**src/rtl/lace_pkg.sv**
```systemverilog
// Shared types, register indexes, constants and helpers of the LED animation color engine.
`default_nettype none

package lace_pkg;

    localparam int unsigned CHAN_W    = 8;
    localparam int unsigned COLOR_W   = 3 * CHAN_W;
    localparam int unsigned CFG_IDX_W = 3;
    localparam int unsigned PROD_W    = 18;

    // animation modes
    localparam logic [1:0] MODE_STATIC  = 2'd0;
    localparam logic [1:0] MODE_BREATHE = 2'd1;
    localparam logic [1:0] MODE_BLINK   = 2'd2;
    localparam logic [1:0] MODE_PULSE   = 2'd3;

    // register indexes
    localparam logic [CFG_IDX_W-1:0] REG_MODE   = 3'd0;
    localparam logic [CFG_IDX_W-1:0] REG_EYE    = 3'd1;
    localparam logic [CFG_IDX_W-1:0] REG_BODY_A = 3'd2;
    localparam logic [CFG_IDX_W-1:0] REG_BODY_B = 3'd3;

    localparam logic [7:0] BREATHE_STEP = 8'd8;
    localparam logic [7:0] LEVEL_MAX    = 8'd255;
    localparam logic [7:0] SCALE_BASE   = 8'd72;
    localparam logic [7:0] SCALE_SPAN   = 8'd168;

    // controller -> datapath
    typedef struct packed {
        logic accept;   // take item, advance animation state
        logic mul1;     // breathe: delta*level, pulse: s*168
        logic div1;     // breathe: body result, pulse: scale
        logic mul2;     // pulse: a*scale
        logic div2;     // pulse: body result
        logic load;     // move frame into output register
    } t_cmd;

    // datapath -> controller
    typedef struct packed {
        logic [1:0] mode;
        logic       out_busy;
    } t_stat;

    // floor(x / 255) for x <= 65025, by reciprocal with correction
    function automatic logic [7:0] div255(input logic [15:0] x);
        logic [16:0] t;
        t = {1'b0, x} + {9'b0, x[15:8]} + 17'd1;
        return t[15:8];
    endfunction

endpackage

`default_nettype wire

```
**src/rtl/lace_ctrl.sv**
```systemverilog
// Controller state machine sequencing one animation tick through the datapath.
`default_nettype none

module lace_ctrl (
    input  wire logic          i_clk,
    input  wire logic          i_rst_n,
    input  wire logic          i_in_valid,
    output logic               o_in_ready,
    input  wire lace_pkg::t_stat i_stat,
    output lace_pkg::t_cmd     o_cmd
);

    typedef enum logic [5:0] {
        S_IDLE = 6'b000001,
        S_MUL1 = 6'b000010,
        S_DIV1 = 6'b000100,
        S_MUL2 = 6'b001000,
        S_DIV2 = 6'b010000,
        S_OUT  = 6'b100000
    } t_state;

    t_state r_state;
    t_state n_state;

    always_ff @(posedge i_clk) begin
        if (!i_rst_n) begin
            r_state <= S_IDLE;
        end else begin
            r_state <= n_state;
        end
    end

    always_comb begin
        n_state    = r_state;
        o_cmd      = '0;
        o_in_ready = 1'b0;
        unique case (r_state)
            S_IDLE: begin
                o_in_ready = 1'b1;
                if (i_in_valid) begin
                    o_cmd.accept = 1'b1;
                    if (i_stat.mode == lace_pkg::MODE_BREATHE ||
                        i_stat.mode == lace_pkg::MODE_PULSE) begin
                        n_state = S_MUL1;
                    end else begin
                        n_state = S_OUT;
                    end
                end
            end
            S_MUL1: begin
                o_cmd.mul1 = 1'b1;
                n_state    = S_DIV1;
            end
            S_DIV1: begin
                o_cmd.div1 = 1'b1;
                n_state    = (i_stat.mode == lace_pkg::MODE_PULSE) ? S_MUL2 : S_OUT;
            end
            S_MUL2: begin
                o_cmd.mul2 = 1'b1;
                n_state    = S_DIV2;
            end
            S_DIV2: begin
                o_cmd.div2 = 1'b1;
                n_state    = S_OUT;
            end
            S_OUT: begin
                if (!i_stat.out_busy) begin
                    o_cmd.load = 1'b1;
                    n_state    = S_IDLE;
                end
            end
            default: begin
                n_state = S_IDLE;
            end
        endcase
    end

endmodule

`default_nettype wire

```
**src/rtl/lace_dp.sv**
```systemverilog
// Datapath: registers, animation state, per-channel multipliers and output register.
`default_nettype none

module lace_dp (
    input  wire logic                                i_clk,
    input  wire logic                                i_rst_n,
    input  wire lace_pkg::t_cmd                      i_cmd,
    output lace_pkg::t_stat                          o_stat,
    input  wire logic [7:0]                          i_audio_level,
    input  wire logic                                i_cfg_valid,
    input  wire logic [lace_pkg::CFG_IDX_W-1:0]      i_cfg_index,
    input  wire logic [lace_pkg::COLOR_W-1:0]        i_cfg_data,
    input  wire logic                                i_out_ready,
    output logic                                     o_out_valid,
    output logic [lace_pkg::COLOR_W-1:0]             o_eye,
    output logic [lace_pkg::COLOR_W-1:0]             o_body
);

    localparam int unsigned CW = lace_pkg::CHAN_W;

    // configuration
    logic [1:0]                      r_mode;
    logic [lace_pkg::COLOR_W-1:0]    r_eye;
    logic [lace_pkg::COLOR_W-1:0]    r_a;
    logic [lace_pkg::COLOR_W-1:0]    r_b;

    // animation state
    logic [7:0] r_breathe_level;
    logic       r_breathe_rising;
    logic       r_blink_lit;
    logic [7:0] r_smoothed;

    // per-item work registers
    logic                            r_dark;
    logic [7:0]                      r_scale;
    logic signed [lace_pkg::PROD_W-1:0] r_prod [3];
    logic [lace_pkg::COLOR_W-1:0]    r_body;

    // output register
    logic                            r_out_valid;
    logic [lace_pkg::COLOR_W-1:0]    r_out_eye;
    logic [lace_pkg::COLOR_W-1:0]    r_out_body;

    logic       cfg_hit;
    logic [8:0] breathe_up;
    logic [9:0] smooth_sum;

    logic signed [9:0]  mul_a [3];
    logic signed [9:0]  mul_b [3];
    logic signed [19:0] mul_p [3];
    logic               neg   [3];
    logic [16:0]        mag   [3];
    logic [7:0]         quo   [3];
    logic [8:0]         mix   [3];

    assign cfg_hit    = i_cfg_valid && (i_cfg_index == lace_pkg::REG_MODE ||
                                        i_cfg_index == lace_pkg::REG_EYE ||
                                        i_cfg_index == lace_pkg::REG_BODY_A ||
                                        i_cfg_index == lace_pkg::REG_BODY_B);
    assign breathe_up = {1'b0, r_breathe_level} + {1'b0, lace_pkg::BREATHE_STEP};
    assign smooth_sum = {2'b0, r_smoothed} + {1'b0, r_smoothed, 1'b0} + {2'b0, i_audio_level};

    always_comb begin
        for (int k = 0; k < 3; k++) begin
            if (i_cmd.mul2) begin
                mul_a[k] = {2'b0, r_a[lace_pkg::COLOR_W-1-CW*k -: CW]};
                mul_b[k] = {2'b0, r_scale};
            end else if (r_mode == lace_pkg::MODE_PULSE) begin
                mul_a[k] = {2'b0, r_smoothed};
                mul_b[k] = {2'b0, lace_pkg::SCALE_SPAN};
            end else begin
                mul_a[k] = $signed({2'b0, r_b[lace_pkg::COLOR_W-1-CW*k -: CW]})
                         - $signed({2'b0, r_a[lace_pkg::COLOR_W-1-CW*k -: CW]});
                mul_b[k] = {2'b0, r_breathe_level};
            end
            mul_p[k] = mul_a[k] * mul_b[k];
            neg[k]   = r_prod[k][lace_pkg::PROD_W-1];
            mag[k]   = neg[k] ? 17'(-r_prod[k]) : 17'(r_prod[k]);
            quo[k]   = lace_pkg::div255(mag[k][15:0]);
            mix[k]   = neg[k] ? ({1'b0, r_a[lace_pkg::COLOR_W-1-CW*k -: CW]} - {1'b0, quo[k]})
                              : ({1'b0, r_a[lace_pkg::COLOR_W-1-CW*k -: CW]} + {1'b0, quo[k]});
        end
    end

    // configuration and animation state
    always_ff @(posedge i_clk) begin
        if (!i_rst_n) begin
            r_mode           <= lace_pkg::MODE_STATIC;
            r_eye            <= '0;
            r_a              <= '0;
            r_b              <= '0;
            r_breathe_level  <= '0;
            r_breathe_rising <= 1'b1;
            r_blink_lit      <= 1'b0;
            r_smoothed       <= '0;
        end else if (cfg_hit) begin
            unique case (i_cfg_index)
                lace_pkg::REG_MODE:   r_mode <= i_cfg_data[1:0];
                lace_pkg::REG_EYE:    r_eye  <= i_cfg_data;
                lace_pkg::REG_BODY_A: r_a    <= i_cfg_data;
                lace_pkg::REG_BODY_B: r_b    <= i_cfg_data;
                default: ;
            endcase
            r_breathe_level  <= '0;
            r_breathe_rising <= 1'b1;
            r_blink_lit      <= 1'b0;
            r_smoothed       <= '0;
        end else if (i_cmd.accept) begin
            unique case (r_mode)
                lace_pkg::MODE_BREATHE: begin
                    if (r_breathe_rising) begin
                        if (breathe_up >= {1'b0, lace_pkg::LEVEL_MAX}) begin
                            r_breathe_level  <= lace_pkg::LEVEL_MAX;
                            r_breathe_rising <= 1'b0;
                        end else begin
                            r_breathe_level  <= breathe_up[7:0];
                        end
                    end else if (r_breathe_level <= lace_pkg::BREATHE_STEP) begin
                        r_breathe_level  <= '0;
                        r_breathe_rising <= 1'b1;
                    end else begin
                        r_breathe_level  <= r_breathe_level - lace_pkg::BREATHE_STEP;
                    end
                end
                lace_pkg::MODE_BLINK: r_blink_lit <= ~r_blink_lit;
                lace_pkg::MODE_PULSE: r_smoothed  <= smooth_sum[9:2];
                default: ;
            endcase
        end
    end

    // per-item datapath
    always_ff @(posedge i_clk) begin
        if (i_cmd.accept) begin
            r_body <= r_a;
            r_dark <= (r_mode == lace_pkg::MODE_BLINK) && r_blink_lit;
        end
        if (i_cmd.mul1 || i_cmd.mul2) begin
            for (int k = 0; k < 3; k++) begin
                r_prod[k] <= mul_p[k][lace_pkg::PROD_W-1:0];
            end
        end
        if (i_cmd.div1) begin
            if (r_mode == lace_pkg::MODE_PULSE) begin
                r_scale <= lace_pkg::SCALE_BASE + quo[0];
            end else begin
                for (int k = 0; k < 3; k++) begin
                    r_body[lace_pkg::COLOR_W-1-CW*k -: CW] <= mix[k][7:0];
                end
            end
        end
        if (i_cmd.div2) begin
            for (int k = 0; k < 3; k++) begin
                r_body[lace_pkg::COLOR_W-1-CW*k -: CW] <= quo[k];
            end
        end
    end

    // output register
    always_ff @(posedge i_clk) begin
        if (!i_rst_n) begin
            r_out_valid <= 1'b0;
        end else if (i_cmd.load) begin
            r_out_valid <= 1'b1;
        end else if (i_out_ready) begin
            r_out_valid <= 1'b0;
        end
    end

    always_ff @(posedge i_clk) begin
        if (i_cmd.load) begin
            r_out_eye  <= r_dark ? '0 : r_eye;
            r_out_body <= r_dark ? '0 : r_body;
        end
    end

    assign o_stat.mode     = r_mode;
    assign o_stat.out_busy = r_out_valid && !i_out_ready;
    assign o_out_valid     = r_out_valid;
    assign o_eye           = r_out_eye;
    assign o_body          = r_out_body;

endmodule

`default_nettype wire

```
**src/rtl/led_animation_color_engine_unit.sv**
```systemverilog
// Top level of the LED animation color engine: controller plus datapath.
//
//  channel | direction | handshake                  | payload
//  --------+-----------+----------------------------+----------------------------------
//  in      | input     | i_in_valid / o_in_ready    | i_audio_level
//  out     | output    | o_out_valid / i_out_ready  | o_eye_{red,green,blue}, o_body_*
//  cfg     | input     | i_cfg_valid / o_cfg_ready  | i_cfg_index, i_cfg_data
//
// One item per tick. Static and blink go through accept and output load;
// breathe adds one multiply and one divide-by-255 step; pulse steps through
// the dependent chain s*168 -> scale -> a*scale -> /255 on the three
// per-channel multipliers. A new item is taken only when the controller is idle.
// Synchronous active-low reset clears mode, colors and animation state.
// A full output register stalls the controller in its load step; the
// register itself holds the frame so the next item can be accepted meanwhile.
// The configuration port is always ready; any write to a known register
// restarts the animation state.
`default_nettype none

module led_animation_color_engine_unit (
    input  wire logic                              i_clk,
    input  wire logic                              i_rst_n,
    // input items
    input  wire logic                              i_in_valid,
    output logic                                   o_in_ready,
    input  wire logic [7:0]                        i_audio_level,
    // result items
    output logic                                   o_out_valid,
    input  wire logic                              i_out_ready,
    output logic [7:0]                             o_eye_red,
    output logic [7:0]                             o_eye_green,
    output logic [7:0]                             o_eye_blue,
    output logic [7:0]                             o_body_red,
    output logic [7:0]                             o_body_green,
    output logic [7:0]                             o_body_blue,
    // configuration writes
    input  wire logic                              i_cfg_valid,
    output logic                                   o_cfg_ready,
    input  wire logic [lace_pkg::CFG_IDX_W-1:0]    i_cfg_index,
    input  wire logic [lace_pkg::COLOR_W-1:0]      i_cfg_data
);

    lace_pkg::t_cmd                  cmd;
    lace_pkg::t_stat                 stat;
    logic [lace_pkg::COLOR_W-1:0]    eye;
    logic [lace_pkg::COLOR_W-1:0]    body;

    // sequencing
    lace_ctrl u_ctrl (
        .i_clk      (i_clk),
        .i_rst_n    (i_rst_n),
        .i_in_valid (i_in_valid),
        .o_in_ready (o_in_ready),
        .i_stat     (stat),
        .o_cmd      (cmd)
    );

    // arithmetic, state and output register
    lace_dp u_dp (
        .i_clk         (i_clk),
        .i_rst_n       (i_rst_n),
        .i_cmd         (cmd),
        .o_stat        (stat),
        .i_audio_level (i_audio_level),
        .i_cfg_valid   (i_cfg_valid),
        .i_cfg_index   (i_cfg_index),
        .i_cfg_data    (i_cfg_data),
        .i_out_ready   (i_out_ready),
        .o_out_valid   (o_out_valid),
        .o_eye         (eye),
        .o_body        (body)
    );

    assign o_cfg_ready  = 1'b1;

    // packed RGB: red 23:16, green 15:8, blue 7:0
    assign o_eye_red    = eye[23:16];
    assign o_eye_green  = eye[15:8];
    assign o_eye_blue   = eye[7:0];
    assign o_body_red   = body[23:16];
    assign o_body_green = body[15:8];
    assign o_body_blue  = body[7:0];

endmodule

`default_nettype wire

```
**config.mk**
```make
export PLATFORM = sky130hd
export DESIGN_NAME = led_animation_color_engine_unit
export DESIGN_NICKNAME = d
export VERILOG_FILES = /design/src/rtl/lace_pkg.sv /design/src/rtl/lace_ctrl.sv /design/src/rtl/lace_dp.sv /design/src/rtl/led_animation_color_engine_unit.sv
export SDC_FILE = /design/constraint.sdc
export NUM_CORES = 1
export LEC_CHECK = 0
export ABC_AREA = 1
export BUFFER_PORTS_ARGS = -buffer_cell sky130_fd_sc_hd__buf_2
export CAP_MARGIN = 10
export CORE_MARGIN = 3
export CORE_UTILIZATION = 40
export CTS_CLUSTER_DIAMETER = 30
export DETAILED_ROUTE_END_ITERATION = 10
export SLEW_MARGIN = 30
export SYNTH_ARGS = -nofsm -noshare
export SYNTH_HDL_FRONTEND = slang
export SYNTH_HIERARCHICAL = 1
export SYNTH_SLANG_ARGS = --single-unit
```
**constraint.sdc**
```tcl
create_clock -name i_clk -period 12.8 [get_ports i_clk]
set_clock_uncertainty 0.1 [all_clocks]
set_input_delay 0.64 -clock i_clk [delete_from_list [all_inputs] [get_ports i_clk]]
set_output_delay 0.64 -clock i_clk [all_outputs]
set_load 0.03 [all_outputs]
```
==> results.json, run 1 <==
{
  "status": "finished, final reports clean",
  "switchingPower_uw": 680,
  "seqCellArea_um2": 5670,
  "p_per_area_nw_per_um2": 99.8,
  "hold_class": "input pin to register",
  "synth_area_leaders": "fa_1, edfxtp_1, inv_1, dfxtp_1, ha_1",
  "critPathKind": "register to register",
  "worst-endpoint-required_ns": 13.02,
  "synth_edf_count": 108,
  "startpoint_type": "register",
  "synth_nets": 3376,
  "seq_area_frac_synth_pct": 24.9,
  "finalNetCount": 3466,
  "holdBufCountCts": 0,
  "dp_hpwl_um": 47500,
  "first_pass_iters": 5,
  "ctsResizeCount": 0,
  "ys.flop_type": "dfxtp_1",
  "fin_setup_tns_ns": 0,
  "synth_area_um2": 22800,
  "worst_pin_slew_ns": 0.939,
  "seq_power_share_pct": 31.3,
  "clock_sinks": 229,
  "core_um2": 55700,
  "cts_setup_buffers": 0,
  "yosysTopAreaCellShare_pct": 17.1,
  "first_iter_violations": 1162,
  "track_usage_pct": 20.0,
  "cp-end-kind": "register",
  "p_leak_nw": 12.7,
  "syn-instance-count": 2957,
  "maxSlewHeadroom_pct": 37.4,
  "rsz0062_at_grt": "false",
  "grt_max_degree": 78,
  "drc": 0,
  "crit_arrival_ns": 7.42,
  "dp_cells": 3737,
  "critPathBufInv": 7,
  "areaGrowthSynthToFinish_pct": 14.3,
  "fp.dieW_um": 245,
  "ir_worst_vdd_v": 0.000101,
  "pwr-share-comb_pct": 11.0,
  "cp_common_cell": "inv_1",
  "antenna_cells": 0,
  "routedWlPerCell_um": 15.4,
  "overflow": 0,
  "syn_area_per_cell_um2": 7.70,
  "slowest_stage": "clkinv_1",
  "place_ws_ns": 5.67,
  "gp_congestion": 0.920,
  "ys_types": 57,
  "io_pins": 91,
  "antenna_found_initial": 0,
  "drv_cap": 0,
  "hold_viol_final": 0,
  "initial_core_util_pct": 40.8,
  "dieArea_um2": 59800,
  "clk_path_buf_depth": 3,
  "period_minus_slack_ns": 7.20,
  "drive_above_1_share_pct": 10.5,
  "nFillCells": 5538,
  "setup_viol": 0,
  "antenna_left": 0,
  "layout.cells.non_filler": 3843,
  "path_clk_slew_ns": 0.05,
  "viasPerCell": 4.89,
  "cts_made_buffers": 56,
  "p_sw_share_pct": 26.2,
  "min_period_over_period_pct": 56.2,
  "grt_pass1_wl_um": 96400,
  "yosys.area.top_type": "fa_1",
  "clk_latency_ns": 0.60,
  "multiInputGateArea_um2": 14200,
  "clockPowerShare_pct": 57.7,
  "cts_tree": "done",
  "vias": 18800,
  "slew_violations": 0,
  "ys_warn_count": 6,
  "fmax_mhz": 139,
  "rows": 86,
  "p_total_mw": 2.60,
  "path_max_fanout": 29,
  "root_buffer": "clkbuf_16",
  "portBuffers": 89,
  "crit_family": "adder cells",
  "postSynth.asyncResetShare_pct": 0,
  "die_height_um": 245,
  "cpPeakStageDelay_ns": 0.61,
  "grt_pass1_vias": 18800,
  "fin_ws_ns": 5.60,
  "routed_wl_um": 59200,
  "p_int_mw": 1.92,
  "synth-seq-cells": 229,
  "h-tree-depth": 2
}
-- cell usage in the layout, fill, tap and decap left out, types with 108 or more instances in the layout --
cell,n
a21oi_1,205
dfxtp_1,121
edfxtp_1,108
fa_1,194
ha_1,185
inv_1,654
nand2_1,466
nand3_1,108
nor2_1,300
o21ai_0,186
-- registers in the layout, indices dropped and copies added, names as in the netlist, 2 cells and up --
| signal | cells |
|---|---|
| u_dp/o_eye | 24 |
| u_dp/o_body | 24 |
| u_dp/r_mode | 2 |
| u_dp/r_breathe_level | 6 |
| u_dp/r_scale | 8 |
| u_dp/r_body | 24 |
| u_dp/r_prod | 51 |
| u_dp/r_b | 24 |
| u_ctrl/r_state | 6 |
| u_dp/r_a | 24 |
| u_dp/r_smoothed | 8 |
| u_dp/r_eye | 24 |
-- worst reg2reg max path, delay by kind of cell, from the launching register on --
family,cells,cell delay [ns]
adders and majority gates,5,2.12
buffers and inverters,7,1.57
AOI/OAI and AO/OA,6,1.46
and+or+nand+nor,9,1.19
DFF,1,0.34
xor gates and xnor gates,1,0.13
-- kinds of logic (layout without fill, tap and decap cells) --
group,count (synthesis),count (layout),synth area share (%)
adder cells (fa/ha/maj),379,379,27.2
AO/OA/AOI/OAI,457,457,10.6
AND/OR/NAND/NOR,1011,1011,19.4
buffers and inverters,752,890,12.7
flip-flops,229,229,24.9
other,1,1,0.0165
XOR/XNOR,128,128,5.19
-- cells in the mapped netlist, types with 6 or more instances --
master	count
clkinv_1	6
dfxtp_1	121
xor2_1	90
inv_1	656
nand3_1	108
xnor2_1	33
nand4_1	15
o21bai_1	12
nor2_4	8
nand2_2	42
nand3b_1	11
nor2_1	302
nand2_1	466
o211ai_1	6
clkbuf_1	63
nand2_4	7
o21ai_1	15
nor3_1	17
nand3_2	10
inv_2	14
o22ai_1	7
nor2_2	13
o21ai_0	187
ha_1	185
edfxtp_1	108
a21oi_1	205
fa_1	194
-- metal layers --
metal	global-route usage (%)	vias up	share of wire, %
met5	0	-	0
met1	26.9	8882	45
met4	5.73	0	2.3
met3	3.54	83	5.9
met2	33.0	465	47
li1	-	9368	-
-- through the flow --
| step | hold slack (ns) | cell area (um2) | utilization, % |
|---|---|---|---|
| 2_1_floorplan | 0.327 | 22800 | - |
| 3_3_place_gp | 0.340 | 24000 | 43.0 |
| 3_5_place_dp | 0.345 | 24000 | 43.0 |
| 4_1_cts | 0.249 | 26000 | 46.7 |
| 5_1_grt | 0.263 | 26000 | 46.7 |
| 6_report | 0.269 | 26000 | 46.7 |
-- cell type report --
cell class | count | share of cell area (%)
flip-flops and latches | 229 | 21.8
well taps | 748 | 3.60
clock inverters | 35 | 1.86
inverters | 676 | 9.75
repair buffers | 108 | 2.34
clock buffers | 71 | 5.95
multi-input cells | 1976 | 54.7
-- power groups by stage --
stage	sequential, mW	clock (mW)	combinational, mW
finish	0.813	1.50	0.287
global route	0.814	1.56	0.319
CTS	0.812	1.52	0.286
detailed placement	0.825	0	0.285
global placement	0.824	0	0.277
floorplan	0.832	0	0.179
-- path summary, 6_finish.rpt --
path                        end  slack [ns]  cells past startpoint               from
max          u_dp/r_prod[0][53]        5.60                     28  u_ctrl/r_state[5]
min                 u_dp/r_b[8]        0.27                      3      i_cfg_data[8]
max reg2reg  u_dp/r_prod[0][53]        5.60                     28  u_ctrl/r_state[5]
min reg2reg         u_dp/r_b[4]        0.35                      2        u_dp/r_b[4]
No activity file was read; power rests on OpenSTA's default activity.
==> run 2, diff against run 1 <==
==> constraint.sdc (replaced) <==
create_clock -name i_clk -period 7.12 [get_ports i_clk]
set_clock_uncertainty 0.1 [all_clocks]
set_input_delay 0.356 -clock i_clk [delete_from_list [all_inputs] [get_ports i_clk]]
set_output_delay 0.356 -clock i_clk [all_outputs]
set_load 0.03 [all_outputs]
==> run 2 against run 1 <==
Sequential share of layout area is 0.071 points lower. Clock power increased by 67%. Highest routed layer unchanged. Critical path depth is 2 higher. Wire length up 0.17%. Hold slack worse by 0.25 ns.
==> results.json, run 2 (synthesized netlist as in run 1, its figures left out) <==
{
  "status": "finished, final reports clean",
  "dp_cells": 3768,
  "p_total_mw": 4.49,
  "h-tree-depth": 2,
  "path_depth": 30,
  "fin_setup_tns_ns": 0,
  "min_period_over_period_pct": 93.3,
  "root_buffer": "clkbuf_16",
  "period_minus_slack_ns": 6.64,
  "initial_core_util_pct": 40.8,
  "p_per_area_nw_per_um2": 172,
  "clk_latency_ns": 0.57,
  "place_ws_ns": 0.326,
  "hold_viol_final": 0,
  "dieArea_um2": 59800,
  "overflow": 0,
  "antenna_left": 0,
  "routed_wl_um": 59300,
  "grt_max_degree": 78,
  "reg2reg_depth": 30,
  "design_area_um2": 26100,
  "track_usage_pct": 19.9,
  "hold_class": "input pin to register",
  "largest_reg_flops": 51,
  "final_cell_mix": "inv_1, nand2_1, nor2_1",
  "maxSlewHeadroom_pct": 31.9,
  "dpl_cell_area_um2": 24200,
  "layout.cells.non_filler": 3868,
  "fp.dieW_um": 245,
  "worst_pin_slew_ns": 1.02,
  "slowest_stage": "fa_1",
  "die_height_um": 245,
  "core_um2": 55700,
  "ir_worst_vdd_v": 0.000177,
  "first_pass_iters": 5,
  "switchingPower_mw": 1.20,
  "critPathKind": "register to register",
  "top_register": "u_dp/r_prod",
  "io_pins": 91,
  "grt_pass1_vias": 19000,
  "rsz0062_at_grt": "false",
  "gp_congestion": 0.900,
  "fmax_mhz": 151,
  "finalNetCount": 3496,
  "drv_cap": 0,
  "holdWs_ns": 0.0163,
  "antenna_found_initial": 1,
  "portBuffers": 89,
  "areaGrowthSynthToFinish_pct": 14.7,
  "dp_hpwl_um": 48100,
  "vias": 19100,
  "crit_arrival_ns": 6.85,
  "viasPerCell": 4.93,
  "rrSetupSlack_ns": 0.48,
  "setup_viol": 0,
  "seq_power_share_pct": 32.4,
  "p_leak_nw": 12.8,
  "rows": 86,
  "startpoint_type": "register",
  "clock_sinks": 229,
  "cts_made_buffers": 53,
  "cp-end-kind": "register",
  "crit_family": "adder cells",
  "pwr-share-comb_pct": 11.8,
  "layout_commonest_cell": "inv_1",
  "p_sw_share_pct": 26.7,
  "drc": 0,
  "holdPathStages": 3,
  "slew_violations": 0,
  "fin_ws_ns": 0.480,
  "final_util_pct": 46.9,
  "cpPeakStageDelay_ns": 0.60,
  "cts_tree": "done",
  "drive_above_1_share_pct": 11.4,
  "routedWlPerCell_um": 15.3,
  "critPathBufInv": 5,
  "clockPowerShare_pct": 55.7,
  "clk_path_buf_depth": 3,
  "antenna_cells": 0,
  "path_max_fanout": 7,
  "p_int_mw": 3.29,
  "path_clk_slew_ns": 0.05,
  "grt_pass1_wl_um": 96500,
  "worst-endpoint-required_ns": 7.33,
  "first_iter_violations": 1215
}
-- run 2: final cells by class --
cell class / count / area [um2]
Clock buffer: 59 / 1390
Clock inverter: 39 / 477
Fill cell: 5494 / 29600
Inverter: 676 / 2540
Multi-Input combinational cell: 1976 / 14300
Sequential cell: 229 / 5670
Tap cell: 748 / 936
Timing Repair Buffer: 141 / 853
-- run 2: power groups by stage --
| stage | logic [mW] | clock network (mW) | registers, mW |
|---|---|---|---|
| 2_1_floorplan | 0.322 | 0 | 1.50 |
| 3_3_place_gp | 0.517 | 0 | 1.48 |
| 3_5_place_dp | 0.523 | 0 | 1.48 |
| 4_1_cts | 0.527 | 2.55 | 1.46 |
| 5_1_grt | 0.590 | 2.61 | 1.46 |
| 6_report | 0.531 | 2.50 | 1.46 |
-- run 2: worst paths after layout --
check                                           to            from
worst min-delay path                  u_dp/r_b[14]  i_cfg_data[14]
worst max-delay path            u_dp/r_prod[0][17]    u_dp/r_a[16]
worst min register to register         u_dp/r_b[5]     u_dp/r_b[5]
worst max register to register  u_dp/r_prod[0][17]    u_dp/r_a[16]
-- run 2: what timing repair did --
item / CTS / global route
setup buffers: 0 / 0
setup endpoints to repair: 0 / 7
resized for setup: 0 / 10
endpoints found under the hold margin: 4 / 0
hold buffers: 2 / 0
-- run 2: worst reg2reg max path, delay by kind of cell (launching register included) --
family,cells,cell delay [ns]
AO/OA/AOI/OAI,9,1.64
XOR/XNOR,1,0.13
adder cells (fa/ha/maj),7,3.04
buffers and inverters,5,0.47
flip-flops,1,0.32
AND/OR/NAND/NOR,8,0.66
-- run 2: metal layers --
metal,track usage [%],vias up,part of all wire [%]
met5,0,-,0
met4,5.38,0,2.1
met3,2.32,92,4.8
met2,34.7,431,49
met1,26.1,9137,44
li1,-,9428,-
==> run 3, diff against run 2 <==
--- a/config.mk
+++ b/config.mk
@@ -6,12 +6,12 @@
 export NUM_CORES = 1
 export LEC_CHECK = 0
 export ABC_AREA = 1
-export BUFFER_PORTS_ARGS = -buffer_cell sky130_fd_sc_hd__buf_2
 export CAP_MARGIN = 10
 export CORE_MARGIN = 3
-export CORE_UTILIZATION = 40
+export CORE_UTILIZATION = 50
 export CTS_CLUSTER_DIAMETER = 30
 export DETAILED_ROUTE_END_ITERATION = 10
+export DONT_BUFFER_PORTS = 1
 export SLEW_MARGIN = 30
 export SYNTH_ARGS = -nofsm -noshare
 export SYNTH_HDL_FRONTEND = slang
==> run 3 against run 2 <==
Sequential power is essentially flat. Fmax grew 1.1%. Critical endpoint is now u_dp/r_prod[0][50]. Via count shrank 0.61%. First-iteration DRC count grew 2.9%. Critical path depth grew 2. Non-clock buffer count shrank 69. Clock power grew 10%. Wire length shrank 0.43%. Register-to-register slack gained 0.07 ns. Combinational power shrank 9.4%.
==> results.json, run 3 (synthesized netlist as in run 1, its figures left out) <==
{
  "gp_congestion": 0.888,
  "routed_wl_um": 59000,
  "min_period_over_period_pct": 92.3,
  "first_pass_iters": 5,
  "p_per_area_nw_per_um2": 182,
  "maxSlewHeadroom_pct": 34.2,
  "hold_class": "input pin to register",
  "layout_commonest_cell": "inv_1",
  "io_pins": 91,
  "setup_viol": 0,
  "final_cell_mix": "inv_1, nand2_1, nor2_1",
  "worst_pin_slew_ns": 0.986,
  "cts_tree": "done",
  "viasPerCell": 5.19,
  "dieArea_um2": 48100,
  "dp_cells": 3514,
  "crit_arrival_ns": 6.82,
  "drive_above_1_share_pct": 8.81,
  "rr_startpoint": "u_dp/r_a[0]",
  "grt_max_degree": 78,
  "rsz0062_at_grt": "false",
  "grt_pass1_vias": 18500,
  "p_total_mw": 4.72,
  "dpl_cell_area_um2": 23500,
  "dp_hpwl_um": 46500,
  "fin_ws_ns": 0.551,
  "overflow": 0,
  "cts_made_buffers": 59,
  "top_register": "u_dp/r_prod",
  "worst-endpoint-required_ns": 7.37,
  "clk_latency_ns": 0.61,
  "rrSetupSlack_ns": 0.55,
  "fin_setup_tns_ns": 0,
  "final_util_pct": 58.2,
  "ir_worst_vdd_v": 0.000220,
  "antenna_left": 0,
  "worstReg2RegEnd": "u_dp/r_prod[0][50]",
  "path_clk_slew_ns": 0.05,
  "h-tree-depth": 2,
  "routedWlPerCell_um": 16.1,
  "track_usage_pct": 24.8,
  "multiInputGateArea_um2": 14300,
  "antenna_found_initial": 3,
  "path_max_fanout": 4,
  "reg2reg_depth": 32,
  "seqCellArea_um2": 5670,
  "areaGrowthSynthToFinish_pct": 13.9,
  "largest_reg_flops": 51,
  "portBuffers": 0,
  "hold_viol_final": 0,
  "initial_core_util_pct": 51.0,
  "slew_violations": 0,
  "cp_common_cell": "a21oi_1",
  "critPathKind": "register to register",
  "period_minus_slack_ns": 6.57,
  "root_buffer": "clkbuf_16",
  "die_height_um": 219,
  "fmax_mhz": 152,
  "startpoint_type": "register",
  "design_area_um2": 25900,
  "hold_path_startpoint": "i_rst_n",
  "clock_sinks": 229,
  "cpPeakStageDelay_ns": 0.54,
  "nFillCells": 4089,
  "place_ws_ns": 0.340,
  "vias": 19000,
  "cp-end-kind": "register",
  "first_iter_violations": 1250,
  "fp.dieW_um": 219,
  "slowest_stage": "fa_1",
  "layout.cells.non_filler": 3659,
  "core_um2": 44600,
  "grt_pass1_wl_um": 95100,
  "holdWs_ns": 0.0478,
  "status": "finished, final reports clean",
  "holdPathEnd": "u_dp/o_out_valid",
  "drv_cap": 0,
  "finalNetCount": 3433,
  "holdPathStages": 3,
  "drc": 0,
  "p_leak_nw": 12.6,
  "cts_setup_buffers": 0,
  "clk_path_buf_depth": 3,
  "rows": 77
}
-- run 3: cell types whose count changed in the layout (fill, tap and decap cells not counted), moves of 3 or more --
cell,previous run,this run
diode_2,0,3
buf_2,89,0
buf_4,49,41
clkinv_4,6,3
clkinvlp_4,8,13
dlygate4sd3_1,2,30
clkbuf_16,53,60
-- run 3: critical path: cells and delay by family (launching register included) --
| family | cells | cell delay (ns) |
|---|---|---|
| AOI/OAI and AO/OA | 11 | 1.87 |
| xor gates and xnor gates | 2 | 0.17 |
| adders and majority gates | 7 | 2.99 |
| buffers and inverters | 5 | 0.24 |
| DFF | 1 | 0.34 |
| and+or+nand+nor | 7 | 0.60 |
-- run 3: metal layers --
layer,GRT usage (%),wire length [um]
met3,4.50,3310
met4,8.19,1740
met2,40.4,27800
met5,0,0
met1,33.6,26200
-- run 3: worst max path at each step --
stage | start | end | cells past startpoint
6_report | u_dp/r_a[0] | u_dp/r_prod[0][50] | 32
5_1_grt | u_dp/r_a[9] | u_dp/r_prod[0][32] | 35
4_1_cts | u_dp/r_a[17] | u_dp/r_prod[0][17] | 34
3_5_place_dp | u_dp/r_a[17] | u_dp/r_prod[0][17] | 34
3_3_place_gp | u_dp/r_a[9] | u_dp/r_prod[0][32] | 35
2_1_floorplan | u_dp/r_a[16] | u_dp/r_prod[0][17] | 31
-- run 3: final cells by class --
class                   count  area share (%)
clock inverters            47            2.12
repair buffers             72            2.45
flip-flops and latches    229            21.8
inverters                 676            9.80
diodes                      3          0.0289
clock buffers              64            5.92
well taps                 592            2.86
multi-input cells        1976            55.0
-- run 3: what timing repair did --
| action | CTS | global route |
|---|---|---|
| hold buffers | 31 | 0 |
| setup endpoints to repair | 0 | 8 |
| gates resized for setup | 0 | 14 |
| hold endpoints to repair | 86 | 0 |
-- run 3: report_power, final --
part	switching (mW)	internal, mW	total (mW)
clock network	0.873	1.88	2.76
logic	0.327	0.154	0.481
registers	0.0536	1.43	1.49
